===== config.mk =====
export PLATFORM = sky130hd
export DESIGN_NAME = rolling_code_ook_frame_transmitter_core
export DESIGN_NICKNAME = d
export VERILOG_FILES = /design/src/design/rcoft_pkg.sv /design/src/design/rolling_code_ook_frame_transmitter_core.sv
export SDC_FILE = /design/constraint.sdc
export NUM_CORES = 1
export LEC_CHECK = 0
export BUFFER_PORTS_ARGS = -buffer_cell sky130_fd_sc_hd__buf_2
export CORE_MARGIN = 8
export CORE_UTILIZATION = 36
export DETAILED_ROUTE_END_ITERATION = 10
export PLACE_DENSITY = 0.63
export SYNTH_ARGS = -nofsm -noshare
export SYNTH_HDL_FRONTEND = slang
export SYNTH_SLANG_ARGS = --single-unit

===== constraint.sdc =====
create_clock -name clock -period 5.8 [get_ports clock]
set_clock_uncertainty 0.1 [all_clocks]
set_input_delay 0.58 -clock clock [delete_from_list [all_inputs] [get_ports clock]]
set_output_delay 0.58 -clock clock [all_outputs]
set_load 0.005 [all_outputs]

===== src/design/rcoft_pkg.sv =====
`default_nettype none

package rcoft_pkg;

   // Fixed frame layout
   localparam int FRAME_BYTES = 7;
   localparam int FRAME_BITS  = FRAME_BYTES * 8;

   // Transmission shape
   localparam logic [3:0]  TOTAL_FRAMES      = 4'd4;
   localparam logic [5:0]  FIRST_SYNC_PAIRS  = 6'd2;   // first-frame count of sync pairs
   localparam logic [5:0]  REPEAT_SYNC_PAIRS = 6'd7;
   localparam logic [15:0] SW_SYNC_LOW_TICKS = 16'd604;
   localparam logic [5:0]  LAST_BIT          = 6'(FRAME_BITS - 1);

   // Configuration reset values
   localparam logic [3:0]  KEY_RESET       = 4'd7;
   localparam logic [15:0] HALF_SYM_RESET  = 16'd640;
   localparam logic [15:0] GAP_RESET       = 16'd30415;
   localparam logic [15:0] HW_SYNC_RESET   = 16'd2416;
   localparam logic [15:0] SW_HIGH_RESET   = 16'd4550;

   typedef enum logic [2:0] {
      PH_IDLE   = 3'd0,
      PH_HWSYNC = 3'd1,
      PH_SWSYNC = 3'd2,
      PH_DATA   = 3'd3,
      PH_GAP    = 3'd4
   } phase_type;

   typedef enum logic [2:0] {
      ST_TICK     = 3'd0,
      ST_ACCEPTED = 3'd1,
      ST_NOT_EN   = 3'd2,
      ST_NO_ADDR  = 3'd3,
      ST_BUSY     = 3'd4
   } status_type;

   typedef enum logic [2:0] {
      CSR_ADDRESS   = 3'd0,
      CSR_KEY       = 3'd1,
      CSR_ROLL      = 3'd2,
      CSR_ENABLE    = 3'd3,
      CSR_HALF_SYM  = 3'd4,
      CSR_GAP       = 3'd5,
      CSR_HW_SYNC   = 3'd6,
      CSR_SW_HIGH   = 3'd7
   } csr_index_type;

   typedef enum logic {
      FUNC_TICK = 1'b0,
      FUNC_SEND = 1'b1
   } func_type;

   // Build the obfuscated frame, byte 0 in the top bits
   function automatic logic [FRAME_BITS-1:0] build_frame(
      input logic [3:0]  key,
      input logic [3:0]  cmd,
      input logic [15:0] rc,
      input logic [23:0] addr
   );
      logic [7:0] b [FRAME_BYTES];
      logic [3:0] chk;
      b[0] = {key, 4'h0};
      b[2] = rc[15:8];
      b[3] = rc[7:0];
      b[4] = addr[7:0];
      b[5] = addr[15:8];
      b[6] = addr[23:16];
      // XOR of every nibble in the frame
      chk = key ^ cmd ^ rc[15:12] ^ rc[11:8] ^ rc[7:4] ^ rc[3:0]
          ^ addr[23:20] ^ addr[19:16] ^ addr[15:12] ^ addr[11:8]
          ^ addr[7:4] ^ addr[3:0];
      b[1] = {cmd, chk};
      // chain each byte with the obfuscated one before it
      for (int i = 1; i < FRAME_BYTES; i++) begin
         b[i] = b[i] ^ b[i-1];
      end
      return {b[0], b[1], b[2], b[3], b[4], b[5], b[6]};
   endfunction

endpackage

`default_nettype wire


===== src/design/rolling_code_ook_frame_transmitter_core.sv =====
// A result is valid in the cycle after its request is accepted.
// Throughput: one request or tick per cycle unless the result channel stalls;
// the waveform state and the result register both update on the accepting edge,
// and a waiting result is replaced in the same cycle it is taken.
// Reset (synchronous, active high): idle, line low, rolling code zero,
// configuration back to defaults, no result pending.
`default_nettype none

module rolling_code_ook_frame_transmitter_core
   import rcoft_pkg::*;
(
   input  wire logic        clock,
   input  wire logic        reset,
   // request channel
   input  wire logic        req_valid,
   output logic             req_ready,
   input  wire logic        req_func,
   input  wire logic [3:0]  req_command_code,
   // result channel
   output logic             rsp_valid,
   input  wire logic        rsp_ready,
   output logic             rsp_line_level,
   output logic             rsp_busy_res,
   output logic [2:0]       rsp_request_status,
   output logic             rsp_finished,
   output logic [15:0]      rsp_rolling_code_now,
   output logic [55:0]      rsp_frame_word,
   // configuration
   input  wire logic        csr_we,
   input  wire logic [2:0]  csr_index,
   input  wire logic [23:0] csr_wdata
);

   // Configuration registers
   logic [23:0] address_ff;
   logic [3:0]  key_ff;
   logic        enable_ff;
   logic [15:0] half_sym_ff;
   logic [15:0] gap_ff;
   logic [15:0] hw_sync_ff;
   logic [15:0] sw_high_ff;

   // Waveform state
   logic [15:0]           rolling_ff,  rolling_in;
   logic [FRAME_BITS-1:0] frame_ff,    frame_in;
   phase_type             phase_ff,    phase_in;
   logic [3:0]            frames_ff,   frames_in;
   logic [5:0]            pulses_ff,   pulses_in;
   logic [5:0]            bit_ff,      bit_in;
   logic [15:0]           tick_ff,     tick_in;
   logic                  line_ff,     line_in;

   // Result register
   logic                  rsp_valid_ff;
   logic                  rsp_line_ff;
   logic                  rsp_busy_ff;
   logic [2:0]            rsp_status_ff;
   logic                  rsp_fin_ff;
   logic [15:0]           rsp_roll_ff;
   logic [FRAME_BITS-1:0] rsp_word_ff;

   logic                  accept;
   status_type            status;
   logic                  fin;
   logic [FRAME_BITS-1:0] word;
   logic [15:0]           tick_sum;
   logic [15:0]           seg_len;
   logic [5:0]            pulse_sum;
   logic [5:0]            sync_pairs;
   logic [3:0]            frame_sum;
   logic [5:0]            bit_sum;
   logic                  cur_bit;
   logic                  next_bit;

   assign req_ready = !rsp_valid_ff || rsp_ready;
   assign accept    = req_valid && req_ready;

   // Helper values from current state
   assign tick_sum   = tick_ff + 16'd1;
   assign pulse_sum  = pulses_ff + 6'd1;
   assign frame_sum  = frames_ff + 4'd1;
   assign bit_sum    = bit_ff + 6'd1;
   assign sync_pairs = (frames_ff == 4'd0) ? FIRST_SYNC_PAIRS : REPEAT_SYNC_PAIRS;
   assign cur_bit    = frame_ff[LAST_BIT - bit_ff];
   assign next_bit   = frame_ff[LAST_BIT - bit_sum];

   // Length of the segment in progress
   always_comb begin
      unique case (phase_ff)
         PH_HWSYNC: seg_len = hw_sync_ff;
         PH_SWSYNC: seg_len = line_ff ? sw_high_ff : SW_SYNC_LOW_TICKS;
         PH_DATA:   seg_len = half_sym_ff;
         default:   seg_len = gap_ff;
      endcase
   end

   // Next state and result for one transaction
   always_comb begin
      rolling_in = rolling_ff;
      frame_in   = frame_ff;
      phase_in   = phase_ff;
      frames_in  = frames_ff;
      pulses_in  = pulses_ff;
      bit_in     = bit_ff;
      tick_in    = tick_ff;
      line_in    = line_ff;
      status     = ST_TICK;
      fin        = 1'b0;
      word       = '0;

      if (accept) begin
         if (req_func == FUNC_SEND) begin
            priority if (!enable_ff) begin
               status = ST_NOT_EN;
            end else if (address_ff == 24'd0) begin
               status = ST_NO_ADDR;
            end else if (phase_ff != PH_IDLE) begin
               status = ST_BUSY;
            end else begin
               status    = ST_ACCEPTED;
               word      = build_frame(key_ff, req_command_code, rolling_ff, address_ff);
               frame_in  = word;
               phase_in  = PH_HWSYNC;
               frames_in = 4'd0;
               pulses_in = 6'd0;
               bit_in    = 6'd0;
               tick_in   = 16'd0;
               line_in   = 1'b1;
            end
         end else if (phase_ff != PH_IDLE) begin
            if (tick_sum >= seg_len) begin
               tick_in = 16'd0;
               // segment done: move to the next one
               unique case (phase_ff)
                  PH_HWSYNC: begin
                     if (line_ff) begin
                        line_in = 1'b0;
                     end else begin
                        pulses_in = pulse_sum;
                        if (pulse_sum >= sync_pairs) begin
                           phase_in = PH_SWSYNC;
                        end
                        line_in = 1'b1;
                     end
                  end
                  PH_SWSYNC: begin
                     if (line_ff) begin
                        line_in = 1'b0;
                     end else begin
                        phase_in = PH_DATA;
                        bit_in   = 6'd0;
                        line_in  = frame_ff[LAST_BIT];
                     end
                  end
                  PH_DATA: begin
                     if (line_ff == cur_bit) begin
                        line_in = ~cur_bit;
                     end else if (bit_ff >= LAST_BIT) begin
                        frames_in = frame_sum;
                        line_in   = 1'b0;
                        if (frame_sum >= TOTAL_FRAMES) begin
                           phase_in   = PH_IDLE;
                           rolling_in = rolling_ff + 16'd1;
                           fin        = 1'b1;
                        end else begin
                           phase_in = PH_GAP;
                        end
                     end else begin
                        bit_in  = bit_sum;
                        line_in = next_bit;
                     end
                  end
                  PH_GAP: begin
                     phase_in  = PH_HWSYNC;
                     pulses_in = 6'd0;
                     line_in   = 1'b1;
                  end
                  default: begin
                     phase_in = PH_IDLE;
                     line_in  = 1'b0;
                  end
               endcase
            end else begin
               tick_in = tick_sum;
            end
         end
      end
   end

   // Configuration registers
   always_ff @(posedge clock) begin
      if (reset) begin
         address_ff  <= 24'd0;
         key_ff      <= KEY_RESET;
         enable_ff   <= 1'b0;
         half_sym_ff <= HALF_SYM_RESET;
         gap_ff      <= GAP_RESET;
         hw_sync_ff  <= HW_SYNC_RESET;
         sw_high_ff  <= SW_HIGH_RESET;
      end else if (csr_we) begin
         unique case (csr_index_type'(csr_index))
            CSR_ADDRESS:  address_ff  <= csr_wdata;
            CSR_KEY:      key_ff      <= csr_wdata[3:0];
            CSR_ROLL:     ;
            CSR_ENABLE:   enable_ff   <= csr_wdata[0];
            CSR_HALF_SYM: half_sym_ff <= csr_wdata[15:0];
            CSR_GAP:      gap_ff      <= csr_wdata[15:0];
            CSR_HW_SYNC:  hw_sync_ff  <= csr_wdata[15:0];
            CSR_SW_HIGH:  sw_high_ff  <= csr_wdata[15:0];
         endcase
      end
   end

   // Waveform state; a rolling code write loads the counter
   always_ff @(posedge clock) begin
      if (reset) begin
         rolling_ff <= 16'd0;
         frame_ff   <= '0;
         phase_ff   <= PH_IDLE;
         frames_ff  <= 4'd0;
         pulses_ff  <= 6'd0;
         bit_ff     <= 6'd0;
         tick_ff    <= 16'd0;
         line_ff    <= 1'b0;
      end else begin
         if (csr_we && csr_index_type'(csr_index) == CSR_ROLL) begin
            rolling_ff <= csr_wdata[15:0];
         end else begin
            rolling_ff <= rolling_in;
         end
         frame_ff  <= frame_in;
         phase_ff  <= phase_in;
         frames_ff <= frames_in;
         pulses_ff <= pulses_in;
         bit_ff    <= bit_in;
         tick_ff   <= tick_in;
         line_ff   <= line_in;
      end
   end

   // Result register
   always_ff @(posedge clock) begin
      if (reset) begin
         rsp_valid_ff <= 1'b0;
      end else if (req_ready) begin
         rsp_valid_ff <= accept;
      end
   end

   always_ff @(posedge clock) begin
      if (accept) begin
         rsp_line_ff   <= line_in;
         rsp_busy_ff   <= (phase_in != PH_IDLE);
         rsp_status_ff <= status;
         rsp_fin_ff    <= fin;
         rsp_roll_ff   <= rolling_in;
         rsp_word_ff   <= word;
      end
   end

   assign rsp_valid            = rsp_valid_ff;
   assign rsp_line_level       = rsp_line_ff;
   assign rsp_busy_res         = rsp_busy_ff;
   assign rsp_request_status   = rsp_status_ff;
   assign rsp_finished         = rsp_fin_ff;
   assign rsp_rolling_code_now = rsp_roll_ff;
   assign rsp_frame_word       = rsp_word_ff;

endmodule

`default_nettype wire


==> flow_metrics.py <==
metrics = {
    "floorplanning": {
        "dieArea_mm2": 0.0441,
        "rows": 71,
        "io_pins": 117,
        "design.core.area_mm2": 0.0374,
        "start_util_pct": 36.2,
        "die_y_um": 210,
        "die_x_um": 210,
    },
    "synthesis": {
        "ys_types": 69,
        "synthFlopType": "dfxtp_1",
        "yosysTopAreaCell": "dfxtp_1",
        "synth_edf_count": 74,
        "yosysTopAreaCellShare_pct": 29.3,
        "synth-seq-cells": 272,
        "ys_seq_area_share_pct": 45.7,
        "syn_area_per_cell_um2": 9.18,
        "synth_area_leaders": "dfxtp_1 29%, edfxtp_1 16%, nand2_1 6.7%",
        "synthCells": 1476,
        "synth_most_common_cell": "nand2_1",
        "synth_common_cells": "241 x nand2_1, 198 x dfxtp_1, 195 x nor2_1, 125 x a21oi_1, 74 x edfxtp_1",
        "ys_warn_count": 0,
        "synthArstFlopShare_pct": 0,
        "synth.cell_area_mm2": 0.0135,
    },
    "clock_tree": {
        "htreeDepth": 1,
        "insertion_delay_ns": 0.56,
        "clk_pin_slew_ns": 0.06,
        "cts_inserted_buffers": 30,
        "hold_buffers": 0,
        "cts_root_buf": "clkbuf_16",
        "cts_sinks": 272,
        "cts_tree": "done",
        "clk_path_buf_depth": 3,
        "post_cts_buffers": 0,
        "cts_resized": 0,
    },
    "placed_design": {
        "place_hpwl_mm": 28.2,
        "portBuffers": 112,
        "place.gp.congestion": 0.879,
        "placed_area_mm2": 0.0145,
        "preCtsSetupSlack_ns": 1.13,
    },
    "worst_setup_path": {
        "crit_required_ns": 6.20,
        "critical_path_arrival_ns": 5.18,
        "end_kind": "register",
        "critical_path.cell_chain": "nand3_1 -> nor2_1 -> nand2_1 -> nand3_1 -> o21ai_0 -> ha_1 -> and4_1 -> a21oi_1 -> a21oi_1 -> a211oi_1 -> buf_4 -> or4_1 -> buf_4 -> nor4_1 -> xor2_1 -> o21a_1",
        "worstSetupStartpointType": "register",
        "cp_slowest_stage_delay_ns": 0.74,
        "cp_max_fo": 14,
        "slowest_stage": "or4_1",
        "worst-setup-path-type": "register to register",
    },
    "status": {
        "status": "completed",
    },
    "drt": {
        "routed_via_density": 5.33,
        "drt_iter0_markers": 1074,
        "ant_nets": 0,
        "firstDrtPassIters": 8,
        "drc": 0,
        "wl_per_cell_um": 18.8,
        "drt_wl_total_mm": 39.0,
        "num_vias": 11080,
    },
    "timing": {
        "worst_slew_pin_slew_ns": 1.22,
        "finalHoldViolations": 0,
        "fin_ws_ns": 1.02,
        "period_needed_ns": 4.78,
        "slew_headroom_pct": 18.8,
        "tns_ns": 0,
        "drv_slew": 0,
        "post-route-period-util_pct": 82.4,
        "timing.fmax_ghz": 0.209,
        "grt_setup_unrepaired": "no",
        "setup_viol": 0,
    },
    "power_and_ir_drop": {
        "ir_worst_vdd_mv": 0.218,
        "cellLeakagePower_nw": 5.91,
        "power_density_mw_per_mm2": 280,
    },
    "global_routing": {
        "first_global_vias": 10478,
        "track_usage_pct": 17.1,
        "grt_overflow": 0,
        "grt_max_degree": 98,
        "antenna_found_initial": 0,
        "grt_pass1_wl_mm": 60.6,
    },
    "cells_and_area": {
        "areaGrowthSynthToFinish_pct": 14.1,
        "antennaDiodeCount": 0,
        "final_nets": 1610,
        "drive_gt1_share_pct": 14.3,
        "final_area_mm2": 0.0155,
        "fillers": 3671,
    },
    "flow_run": {
        "maxCapViolations": 0,
    },
    "hold_path": {
        "hp-class": "input port to register",
    },
}
[layout by cell type, fill, tap and decap left out, types with 8 or more instances in the layout]
master     instances
a211oi_1          22
a21oi_1          125
and3_1            14
buf_2            111
buf_4             15
clkbuf_16         31
dfxtp_1          198
edfxtp_1          74
ha_1              28
inv_1             23
mux2_2             8
mux2i_1           40
mux4_2            19
nand2_1          241
nand2b_1          14
nand3_1           47
nand4_1           10
nor2_1           194
nor2b_1           14
nor3_1            14
nor4_1            18
o211ai_1           9
o21a_1            18
o21ai_0           43
o22ai_1           10
or3_1             11
xnor2_1           31
xor2_1            45
[worst max-delay path, delay by kind of cell (launching register included)]
kind | cells | cell delay, ns
AND/OR/NAND/NOR | 7 | 2.35
buffers and inverters | 2 | 0.49
XOR/XNOR | 1 | 0.26
AO/OA/AOI/OAI | 5 | 0.56
adder cells (fa/ha/maj) | 1 | 0.31
flip-flops | 1 | 0.64
[kinds of logic after synthesis]
group	share of synthesized area, %
compound gates	12.6
xor+xnor	7.02
fa+ha+maj	2.59
buf+inv	3.67
flops	45.7
mux	7.44
other cells	0.0277
simple gates	21.0
[path summary, 6_finish.rpt]
path,from,end,slack (ns),cells past startpoint
hold / removal,csr_wdata[20],address_ff[20],0.17,3
setup / recovery,line_ff,rolling_ff[5],1.02,16
setup reg to reg,line_ff,rolling_ff[5],1.02,16
hold reg to reg,hw_sync_ff[14],hw_sync_ff[14],0.35,2
[state kept, by name, indices dropped and copies added (netlist names), 3 cells and up]
signal                flops
address_ff               24
bit_ff                    6
frame_ff                 52
frames_ff                 4
gap_ff                   16
half_sym_ff              16
hw_sync_ff               16
key_ff                    4
phase_ff                  3
pulses_ff                 6
rolling_ff               16
rsp_frame_word           52
rsp_request_status        3
rsp_rolling_code_now     16
sw_high_ff               16
tick_ff                  16
[where the power goes]
group,total (mW),switching [mW],internal (mW)
combinational,0.392,0.265,0.126
sequential,2.03,0.0334,2.00
clock,1.90,0.763,1.13
[stage by stage]
stage               std cells  hold WS (ns)  utilization [%]  power, mW
finish                   2077         0.170             41.3       4.32
global route             2077         0.173             41.3       4.47
CTS                      2077         0.146             41.3       4.36
detailed placement       2024         0.345             38.7       2.47
global placement         2024         0.342             38.7       2.46
floorplan                1479         0.333                -       2.30
[cell type report]
class	count	area (µm²)	area share, %
clock buffer	42	877	5.67
clock inverter	11	109	0.704
inverter	25	93.8	0.607
multi-input combinational	1090	6890	44.6
sequential	272	6190	40.0
tap	511	639	4.13
timing repair buffer	126	668	4.32
[layer usage]
metal | share of wire [%] | GRT usage, % | wire length, µm | up-vias
met5 | 0 | 0 | 0 | -
met3 | 6.6 | 3.07 | 2590 | 59
met4 | 2.3 | 4.54 | 915 | 0
met2 | 47 | 28.2 | 18500 | 361
met1 | 44 | 23.0 | 17000 | 5336
li1 | - | - | - | 5324
No activity file was read; power rests on OpenSTA's default activity.
